**src/rtl/bsl_pkg.sv**
```systemverilog
package bsl_pkg;

  localparam logic [7:0] CH_HASH   = 8'h23;
  localparam logic [7:0] CH_QUOTE  = 8'h22;
  localparam logic [7:0] CH_R      = 8'h52;
  localparam logic [7:0] CH_LPAREN = 8'h28;
  localparam logic [7:0] CH_RPAREN = 8'h29;
  localparam logic [7:0] CH_LBRACE = 8'h7B;
  localparam logic [7:0] CH_RBRACE = 8'h7D;
  localparam logic [7:0] CH_EQUALS = 8'h3D;
  localparam logic [7:0] CH_BSLASH = 8'h5C;
  localparam logic [7:0] CH_NL     = 8'h0A;
  localparam logic [7:0] CH_SPACE  = 8'h20;
  localparam logic [7:0] CH_TAB    = 8'h09;
  localparam logic [7:0] CH_CR     = 8'h0D;

  localparam logic KIND_TEXT = 1'b0;
  localparam logic KIND_EOI  = 1'b1;

  typedef struct packed {
    logic [7:0] out_byte;
    logic       token_end;
  } result_t;

  function automatic logic is_space(input logic [7:0] c);
    return (c == CH_SPACE) || ((c >= CH_TAB) && (c <= CH_CR));
  endfunction

endpackage

```
**src/rtl/bsl_in_if.sv**
```systemverilog
interface bsl_in_if;
  logic       valid;
  logic       ready;
  logic       kind;
  logic [7:0] in_byte;

  modport source (output valid, output kind, output in_byte, input ready);
  modport sink (input valid, input kind, input in_byte, output ready);
endinterface

```
**src/rtl/bsl_out_if.sv**
```systemverilog
interface bsl_out_if;
  logic       valid;
  logic       ready;
  logic [7:0] out_byte;
  logic       token_end;

  modport source (output valid, output out_byte, output token_end, input ready);
  modport sink (input valid, input out_byte, input token_end, output ready);
endinterface

```
**src/rtl/brace_script_lexer_core.sv**
```systemverilog
// Brace-script lexer. One text or end-of-input item is taken per cycle while the
// four-entry result queue has room for two results; the lexing decision for an
// item is made in the cycle it is accepted and its results enter the queue at
// the end of that cycle. Results leave at one token byte per cycle while the
// output port takes them; an item that closes a token and also emits a brace,
// '=' or closing quote gives two results, so the input rate falls below one
// item per cycle only while such items arrive faster than the output drains
// the queue, or while the output port holds off and the queue fills.
module brace_script_lexer_core
  import bsl_pkg::*;
(
  input  logic      clk,
  input  logic      rst,
  bsl_in_if.sink    text,
  bsl_out_if.source tokens
);

  localparam int QDEPTH = 4;
  localparam int QAW    = $clog2(QDEPTH);

  typedef struct packed {
    logic [7:0] held_byte;
    logic       held_valid;
    logic [1:0] token_length;
    logic       quoted_mode;
    logic       raw_literal_mode;
    logic       comment_mode;
    logic [7:0] previous_byte;
  } lex_state_t;

  typedef struct packed {
    lex_state_t st;
    result_t    r0;
    result_t    r1;
    logic [1:0] n;
  } lex_t;

  function automatic lex_t f_emit(input lex_t s, input logic [7:0] b, input logic last);
    lex_t o;
    o = s;
    if (s.n == 2'd0) begin
      o.r0 = '{out_byte: b, token_end: last};
    end else begin
      o.r1 = '{out_byte: b, token_end: last};
    end
    o.n = s.n + 2'd1;
    return o;
  endfunction

  function automatic lex_t f_push(input lex_t s, input logic [7:0] b);
    lex_t o;
    o = s;
    if (s.st.held_valid) begin
      o = f_emit(o, s.st.held_byte, 1'b0);
    end
    o.st.held_byte  = b;
    o.st.held_valid = 1'b1;
    if (s.st.token_length < 2'd2) begin
      o.st.token_length = s.st.token_length + 2'd1;
    end
    return o;
  endfunction

  function automatic lex_t f_close(input lex_t s);
    lex_t o;
    o = s;
    if (s.st.held_valid) begin
      o = f_emit(o, s.st.held_byte, 1'b1);
    end
    o.st.held_valid       = 1'b0;
    o.st.held_byte        = '0;
    o.st.token_length     = '0;
    o.st.quoted_mode      = 1'b0;
    o.st.raw_literal_mode = 1'b0;
    o.st.previous_byte    = '0;
    return o;
  endfunction

  lex_state_t state;
  lex_t       step;
  logic [7:0] c;

  result_t        queue [QDEPTH];
  logic [QAW-1:0] wr_ptr;
  logic [QAW-1:0] rd_ptr;
  logic [QAW:0]   count;
  logic [QAW:0]   count_next;
  logic           accept;
  logic           pop;
  logic [1:0]     push_n;

  assign c = text.in_byte;

  always_comb begin
    step    = '0;
    step.st = state;
    if (text.kind == KIND_EOI) begin
      step = f_close(step);
      step.st.comment_mode = 1'b0;
    end else if (state.comment_mode) begin
      if (c == CH_NL) begin
        step.st.comment_mode = 1'b0;
      end
    end else if (!state.quoted_mode && c == CH_HASH) begin
      step.st.comment_mode = 1'b1;
      if (state.token_length != 2'd0) begin
        step = f_close(step);
      end else begin
        step.st.previous_byte = c;
      end
    end else if (c == CH_NL) begin
      if (!state.quoted_mode) begin
        if (state.token_length != 2'd0) begin
          step = f_close(step);
        end else begin
          step.st.previous_byte = c;
        end
      end else begin
        step = f_push(step, CH_SPACE);
        step.st.previous_byte = c;
      end
    end else if (c == CH_QUOTE && !state.quoted_mode && state.token_length == 2'd0) begin
      step.st.quoted_mode = 1'b1;
      step = f_push(step, c);
      step.st.previous_byte = c;
    end else if (c == CH_QUOTE && !state.quoted_mode && state.token_length == 2'd1 &&
                 state.held_valid && state.held_byte == CH_R) begin
      step.st.raw_literal_mode = 1'b1;
      step.st.held_byte        = CH_QUOTE;
      step.st.previous_byte    = c;
    end else if (c == CH_LPAREN && state.raw_literal_mode && state.token_length == 2'd1) begin
      step.st = state;
    end else if (c == CH_QUOTE && state.raw_literal_mode &&
                 state.previous_byte == CH_RPAREN) begin
      step.st.held_byte = CH_QUOTE;
      step = f_close(step);
    end else if (c == CH_QUOTE && state.quoted_mode && state.previous_byte != CH_BSLASH) begin
      step = f_push(step, c);
      step = f_close(step);
    end else if (!state.quoted_mode && !state.raw_literal_mode && is_space(c)) begin
      if (state.token_length != 2'd0) begin
        step = f_close(step);
      end else begin
        step.st.previous_byte = c;
      end
    end else if (!state.quoted_mode && !state.raw_literal_mode &&
                 (c == CH_LBRACE || c == CH_RBRACE || c == CH_EQUALS)) begin
      if (state.token_length != 2'd0) begin
        step = f_close(step);
      end
      step = f_emit(step, c, 1'b1);
      step.st.previous_byte = '0;
    end else begin
      step = f_push(step, c);
      step.st.previous_byte = c;
    end
  end

  assign text.ready       = (count <= (QAW+1)'(QDEPTH - 2));
  assign accept           = text.valid && text.ready;
  assign tokens.valid     = (count != '0);
  assign tokens.out_byte  = queue[rd_ptr].out_byte;
  assign tokens.token_end = queue[rd_ptr].token_end;
  assign pop              = tokens.valid && tokens.ready;
  assign push_n           = accept ? step.n : 2'd0;
  assign count_next       = count + (QAW+1)'(push_n) - (QAW+1)'(pop);

  always_ff @(posedge clk) begin
    if (rst) begin
      state  <= '0;
      wr_ptr <= '0;
      rd_ptr <= '0;
      count  <= '0;
    end else begin
      if (accept) begin
        state <= step.st;
      end
      if (push_n != 2'd0) begin
        queue[wr_ptr] <= step.r0;
      end
      if (push_n == 2'd2) begin
        queue[wr_ptr + QAW'(1)] <= step.r1;
      end
      wr_ptr <= wr_ptr + QAW'(push_n);
      if (pop) begin
        rd_ptr <= rd_ptr + QAW'(1);
      end
      count <= count_next;
    end
  end

endmodule

```
**src/flat_wrapper.sv**
```systemverilog
// flat-port wrapper written by rule: the top's interface ports become plain ports
module brace_script_lexer_core_flat import bsl_pkg::*;
  (clk, rst, text_valid, text_kind, text_in_byte, text_ready, tokens_valid, tokens_out_byte, tokens_token_end, tokens_ready);
  bsl_in_if text_i ();
  bsl_out_if tokens_i ();
  input  logic clk;
  input  logic rst;
  input wire logic [$bits(text_i.valid)-1:0] text_valid;
  input wire logic [$bits(text_i.kind)-1:0] text_kind;
  input wire logic [$bits(text_i.in_byte)-1:0] text_in_byte;
  output wire logic [$bits(text_i.ready)-1:0] text_ready;
  output wire logic [$bits(tokens_i.valid)-1:0] tokens_valid;
  output wire logic [$bits(tokens_i.out_byte)-1:0] tokens_out_byte;
  output wire logic [$bits(tokens_i.token_end)-1:0] tokens_token_end;
  input wire logic [$bits(tokens_i.ready)-1:0] tokens_ready;
  assign text_i.valid = text_valid;
  assign text_i.kind = text_kind;
  assign text_i.in_byte = text_in_byte;
  assign text_ready = text_i.ready;
  assign tokens_valid = tokens_i.valid;
  assign tokens_out_byte = tokens_i.out_byte;
  assign tokens_token_end = tokens_i.token_end;
  assign tokens_i.ready = tokens_ready;
  brace_script_lexer_core u_core (.clk(clk), .rst(rst), .text(text_i), .tokens(tokens_i));
endmodule
```
**config.mk**
```make
export PLATFORM = sky130hd
export DESIGN_NAME = brace_script_lexer_core_flat
export DESIGN_NICKNAME = d
export VERILOG_FILES = /design/src/rtl/bsl_pkg.sv /design/src/rtl/bsl_in_if.sv /design/src/rtl/bsl_out_if.sv /design/src/rtl/brace_script_lexer_core.sv /design/src/flat_wrapper.sv
export SDC_FILE = /design/constraint.sdc
export NUM_CORES = 1
export LEC_CHECK = 0
export BUFFER_PORTS_ARGS = -buffer_cell sky130_fd_sc_hd__buf_2
export CORE_MARGIN = 4
export CORE_UTILIZATION = 35
export CTS_CLUSTER_SIZE = 8
export DETAILED_ROUTE_END_ITERATION = 8
export HOLD_SLACK_MARGIN = 0.1
export PLACE_DENSITY = 0.54
export SLEW_MARGIN = 20
export SYNTH_ARGS = -nofsm -noshare
export SYNTH_HDL_FRONTEND = slang
export SYNTH_SLANG_ARGS = --single-unit
```
**constraint.sdc**
```tcl
create_clock -name clk -period 4.9 [get_ports clk]
set_input_delay 0.245 -clock clk [delete_from_list [all_inputs] [get_ports clk]]
set_output_delay 0.245 -clock clk [all_outputs]
set_load 0.02 [all_outputs]
```
* Word level (Yosys, flattened, before mapping)
Memory sizes are Yosys's and may differ from the RTL's. A register that Yosys moved wholly into a read port is not among the register bits.
Cells that the tools add are included.
** Operators by class
- $add $sub $neg :: 8
- $lt $le $gt $ge :: 4
- Equality and inequality tests :: 23
- Multiplexer cells :: 93
- Reductions and logical operators :: 33
** Operators by type and width (number)
- two-way mux 42 bit :: 21
- two-way mux 29 bit :: 20
- two-way mux 33 bit :: 11
- two-way mux 20 bit :: 11
- == test 8 x 6 -> 1 bit (second input constant) :: 6
- two-way mux 14 bit :: 3
- two-way mux 9 bit :: 4
- two-way mux 28 bit :: 1
- == test 8 x 7 -> 1 bit (second input constant) :: 3
- two-way mux 8 bit :: 3
- two-way mux 22 bit :: 1
- logical AND 1 bit :: 18
- two-way mux 18 bit :: 1
- != test 8 x 2 -> 1 bit (second input constant) :: 2
- != test 7 x 2 -> 1 bit (second input constant) :: 2
- AND reduction 7 bit :: 2
- two-way mux 13 bit :: 1
- adder 2 x 1 -> 2 bit (second input constant) :: 5
- two-way mux 1 bit :: 10
- two-way mux 2 bit :: 5
- != test 5 x 2 -> 1 bit (second input constant) :: 2
- == test 8 x 4 -> 1 bit (second input constant) :: 1
- >= comparator 8 x 4 -> 1 bit (second input constant) :: 1
- less-or-equal comparator 8 x 4 -> 1 bit (second input constant) :: 1
- other kinds (20) :: 26
** Word-level totals
- Register bits after elaboration :: 29
- RAM bits :: 36
- Input port bits :: 13
- Logic and storage cells :: 172
- Memories kept :: 1
** Memory list
- u_core.queue :: depth 4, bits a word 9, rd ports 1, clocked after Yosys merged registers in 1, write ports 2, line brace_script_lexer_core.sv:83 : result_t queue [QDEPTH];

* Longest topological paths before layout
- Word-level depth :: 33
- Gate-level depth with buffers :: 15

* Worst setup path before layout
No wires, ideal clock.
- Kind :: input port to flip-flop
- Start :: input port text_in_byte[1]
- End :: memory u_core.queue[3][0] (netlist name) (enable)
- Arrival :: 2701 ps
- Required time :: 4510 ps
- Setup slack :: 1809 ps
- Stages on the path :: 8
- Path through :: buf_4 or3b_1 or3_1 o21ai_0 nand2_1 nand3_1 o211ai_1 a211oi_1
** RTL lines
- from (decl) :: line flat_wrapper.sv:10 : input wire logic [$bits(text_i.in_byte)-1:0] text_in_byte;
- to (decl) :: line brace_script_lexer_core.sv:83

* Worst setup path in the final report
- Start :: register u_core.state[11] (netlist name)
- End :: register u_core.count[2]
** On the way
- Word-level cells in the longest chain between the ends :: 28
** RTL lines
- from (decl) :: line brace_script_lexer_core.sv:79 : lex_state_t state;
- from (signal assigned) :: line brace_script_lexer_core.sv:176 : state <= step.st;
- nonzero test 2 bit
- two-way mux 42 bit :: line brace_script_lexer_core.sv:148 : if (state.token_length != 2'd0) begin
- two-way mux 42 bit :: line brace_script_lexer_core.sv:146 : end else if (!state.quoted_mode && !state.raw_literal_mode &&
- two-way mux 42 bit :: line brace_script_lexer_core.sv:140 : end else if (!state.quoted_mode && !state.raw_literal_mode && is_space(c)) begin
- two-way mux 42 bit :: line brace_script_lexer_core.sv:137 : end else if (c == CH_QUOTE && state.quoted_mode && state.previous_byte != CH_BSLASH) begin
- two-way mux 42 bit :: line brace_script_lexer_core.sv:133 : end else if (c == CH_QUOTE && state.raw_literal_mode &&
- two-way mux 42 bit :: line brace_script_lexer_core.sv:131 : end else if (c == CH_LPAREN && state.raw_literal_mode && state.token_length == 2'd1) begin
- two-way mux 42 bit :: line brace_script_lexer_core.sv:126 : end else if (c == CH_QUOTE && !state.quoted_mode && state.token_length == 2'd1 &&
- [... 12 more ...]
- two-way mux 42 bit :: line brace_script_lexer_core.sv:122 : end else if (c == CH_QUOTE && !state.quoted_mode && state.token_length == 2'd0) begin
- two-way mux 42 bit :: line brace_script_lexer_core.sv:111 : end else if (c == CH_NL) begin
- two-way mux 42 bit * :: line brace_script_lexer_core.sv:104 : end else if (!state.quoted_mode && c == CH_HASH) begin
- two-way mux 28 bit * :: line brace_script_lexer_core.sv:100 : end else if (state.comment_mode) begin
- two-way mux 42 bit * :: line brace_script_lexer_core.sv:97 : if (text.kind == KIND_EOI) begin
- two-way mux 2 bit * :: line brace_script_lexer_core.sv:165 : assign push_n = accept ? step.n : 2'd0;
- adder 3 x 2 -> 3 bit * :: line brace_script_lexer_core.sv:166 : assign count_next = count + (QAW+1)'(push_n) - (QAW+1)'(pop);
- subtractor 3 x 1 -> 3 bit * :: line brace_script_lexer_core.sv:166
- to (signal assigned) :: line brace_script_lexer_core.sv:188 : count <= count_next;
- to (decl) :: line brace_script_lexer_core.sv:86 : logic [QAW:0] count;
Every way passes the cells marked *; elsewhere a longest branch is shown, timed or not. The select of a mux whose other input is x is not followed.
A chain may end at the register's enable or synchronous reset.

==> impl_metrics.json <==
{
  "outcome": "finished, final reports clean",
  "r2r_start": "u_core.state[11]$_SDFFE_PP0P_",
  "setup-tns-final_ps": 0,
  "setup_violations": 0,
  "min_to": "u_core.state[14]$_SDFFE_PP0P_",
  "antenna_found_initial": 0,
  "synthArstFlopShare_pct": 0,
  "drive_above_1_share_pct": 13.3,
  "layout_min_cycle_time_ps": 3560,
  "maxCapViolCount": 0,
  "cp_cell_sequence": "inv_1 -> ha_1 -> nor2b_1 -> a21oi_1 -> o221ai_1 -> a211oi_1 -> nor2_1 -> nor2_1 -> ha_1 -> inv_1 -> fa_1 -> xnor2_1 -> xnor2_1 -> nor2_1",
  "ys_seq_area_share_pct": 38.0,
  "synth_top_area_share_pct": 24.1,
  "rr_worst_depth": 14,
  "postCtsResizedCells": 0,
  "grt_pass1_wl_mm": 23.6,
  "initial_core_util_pct": 35.6,
  "cts_max_level": 3,
  "slew_headroom_pct": 43.5,
  "drc": 0,
  "place_congestion": 0.996,
  "crit_path_end_kind": "register",
  "critPathMaxStageDelay_ps": 470,
  "crit_type": "reg -> reg",
  "dpl.hpwl_mm": 11.0,
  "root_buffer": "clkbuf_16",
  "finalCritPeriodShare_pct": 72.6,
  "chipHeight_um": 121,
  "postSynthCellCount": 513,
  "vias_per_cell": 6.05,
  "maxSlewViolCount": 0,
  "die_x_um": 121,
  "critPathLaunchType": "register",
  "clock-sinks": 67,
  "worstReg2RegEnd": "u_core.count[2]$_SDFF_PP0_",
  "rsz0062_at_grt": "false",
  "max_freq_mhz": 281,
  "port_buffers": 23,
  "ant_nets": 0,
  "cts_buffer_depth": 2,
  "syn_area_um2": 4480,
  "p_per_area_nw_per_um2": 357,
  "antenna_cells": 0,
  "clock_skew_ps": 3.91,
  "rows": 41,
  "critPathSlowestCell": "a21oi_1",
  "min_path_type": "in -> reg",
  "drtIter0Drc": 505,
  "clk_latency_ps": 340,
  "cts_hold_buf": 0,
  "worstHoldPathCells": 3,
  "syn_avg_cell_area_um2": 8.73,
  "synth_fp_nets": 533,
  "nFillCells": 1273,
  "tightest_slew_ps": 837,
  "power.total_mw": 1.80,
  "finalWirelength_mm": 14.8,
  "num_io_pins": 24,
  "grt_usage_pct": 21.1,
  "worstPathRequired_ps": 5100,
  "synth_top_cell_by_area": "edfxtp_1",
  "cts_buffers": 9,
  "grt_max_degree": 39,
  "cp_data_arrival_time_ps": 3760,
  "nets": 543,
  "cp_common_cell": "nor2_1",
  "synth_area_leaders": "edfxtp_1 24%, dfxtp_1 14%, a21oi_1 6.1%",
  "cts_tree": "built",
  "syn2layout_area_growth_pct": 12.4,
  "ys_seq_elements": 67,
  "wl_per_cell_um": 21.1,
  "yosysMostFrequentCell": "nand2_1",
  "core-area_um2": 12600,
  "netlist_top_cells_count": "58 x nand2_1, 55 x a21oi_1, 54 x nor2_1",
  "synthFlopType": "edfxtp_1",
  "yosysUniqueCellTypes": 78,
  "vias": 4234,
  "cp_max_fo": 11,
  "ys_warn_count": 0,
  "ir_worst_vdd_mv": 0.139,
  "hold_start": "text_in_byte[0]",
  "hold_viol": 0,
  "dr.pass1.iters": 9,
  "cts_setup_buffers": 0,
  "r2r_slack_ps": 1340,
  "cts.reportedPaths.clkPinSlew_ps": 50,
  "grt_overflow": 0,
  "p_leak_nw": 1.86,
  "grt_pass1_vias": 4156,
  "synth_edf_count": 36,
  "die-area_um2": 14700
}
-- metrics by stage --
step | worst slack (ps) | instances | hold slack [ps] | util (%) | area [um^2]
after detailed placement | 1150 | 684 | 470 | 37.5 | 4720
final | 1340 | 700 | 256 | 40.1 | 5040
after global placement | 1220 | 684 | 468 | 37.5 | 4710
after floorplan | 1810 | 513 | 393 | - | 4480
after CTS | 1370 | 700 | 250 | 40.1 | 5040
after global routing | 1080 | 700 | 264 | 40.1 | 5040
-- layout by cell type, fill, tap and decap left out, types with 5 or more instances in the layout --
| cell | count |
|---|---|
| inv_1 | 11 |
| edfxtp_1 | 36 |
| nor2_1 | 54 |
| nor2b_1 | 7 |
| or3_1 | 6 |
| nand3_1 | 14 |
| o211ai_1 | 5 |
| mux2i_1 | 11 |
| and3_1 | 5 |
| buf_2 | 23 |
| nand2_1 | 58 |
| ha_1 | 6 |
| o21ai_0 | 21 |
| a31oi_1 | 9 |
| dfxtp_1 | 31 |
| nand2b_1 | 7 |
| mux4_2 | 9 |
| clkbuf_16 | 9 |
| nand4_1 | 8 |
| a211oi_1 | 5 |
| nor3_1 | 27 |
| buf_4 | 7 |
| a21oi_1 | 55 |
-- per-layer routing --
layer	GRT usage [%]	part of all wire, %
met3	5.03	6.7
met4	11.6	5.2
met2	33.8	47
met1	26.2	41
met5	0	0
-- flip-flops by register name, summed over array words and instances (netlist names), named ones only --
signal and flops:
u_core.count 3, u_core.queue 36, u_core.rd_ptr 2, u_core.state 22, u_core.wr_ptr 2
-- cell type report --
| cell class | instances | area [um^2] | area share [%] |
|---|---|---|---|
| tap | 172 | 215 | 4.27 |
| clock buffer | 11 | 243 | 4.82 |
| multi-input combinational | 404 | 2590 | 51.5 |
| inverter | 11 | 41.3 | 0.820 |
| timing repair buffer | 30 | 168 | 3.33 |
| sequential | 67 | 1700 | 33.8 |
| clock inverter | 5 | 76.3 | 1.52 |
-- power breakdown --
part	leakage, nW	total (mW)	internal (mW)	switching (mW)
Combinational	1.12	0.425	0.171	0.254
Sequential	0.580	0.679	0.627	0.0525
Clock	0.153	0.693	0.456	0.236
-- critical path: cells and delay by family, from the launching register on --
kind                       cells  cell delay, ps
AOI/OAI and AO/OA              3            1170
adders and majority gates      3             880
and+or+nand+nor                4             560
DFF                            1             340
xor gates and xnor gates       2             340
buffers and inverters          2             130
-- cell families after synthesis --
family	share of synthesized area, %
XOR/XNOR	0.978
multiplexers	7.23
adder cells (fa/ha/maj)	2.12
buffers and inverters	4.30
AO/OA/AOI/OAI	20.3
AND/OR/NAND/NOR	27.1
flip-flops	38.0
-- worst max path at each step --
stage / from / to / slack, ps / depth (start not counted)
after floorplan: text_in_byte[1] / u_core.queue[3][0]$_DFFE_PP_ / 1810 / 8
after global placement: text_in_byte[2] / u_core.count[2]$_SDFF_PP0_ / 1220 / 15
after detailed placement: text_in_byte[2] / u_core.count[2]$_SDFF_PP0_ / 1150 / 15
after CTS: u_core.state[10]$_SDFFE_PP0P_ / u_core.count[2]$_SDFF_PP0_ / 1370 / 11
after global routing: u_core.state[11]$_SDFFE_PP0P_ / u_core.count[2]$_SDFF_PP0_ / 1080 / 14
final: u_core.state[11]$_SDFFE_PP0P_ / u_core.count[2]$_SDFF_PP0_ / 1340 / 14
No activity file was read; power rests on OpenSTA's default activity.
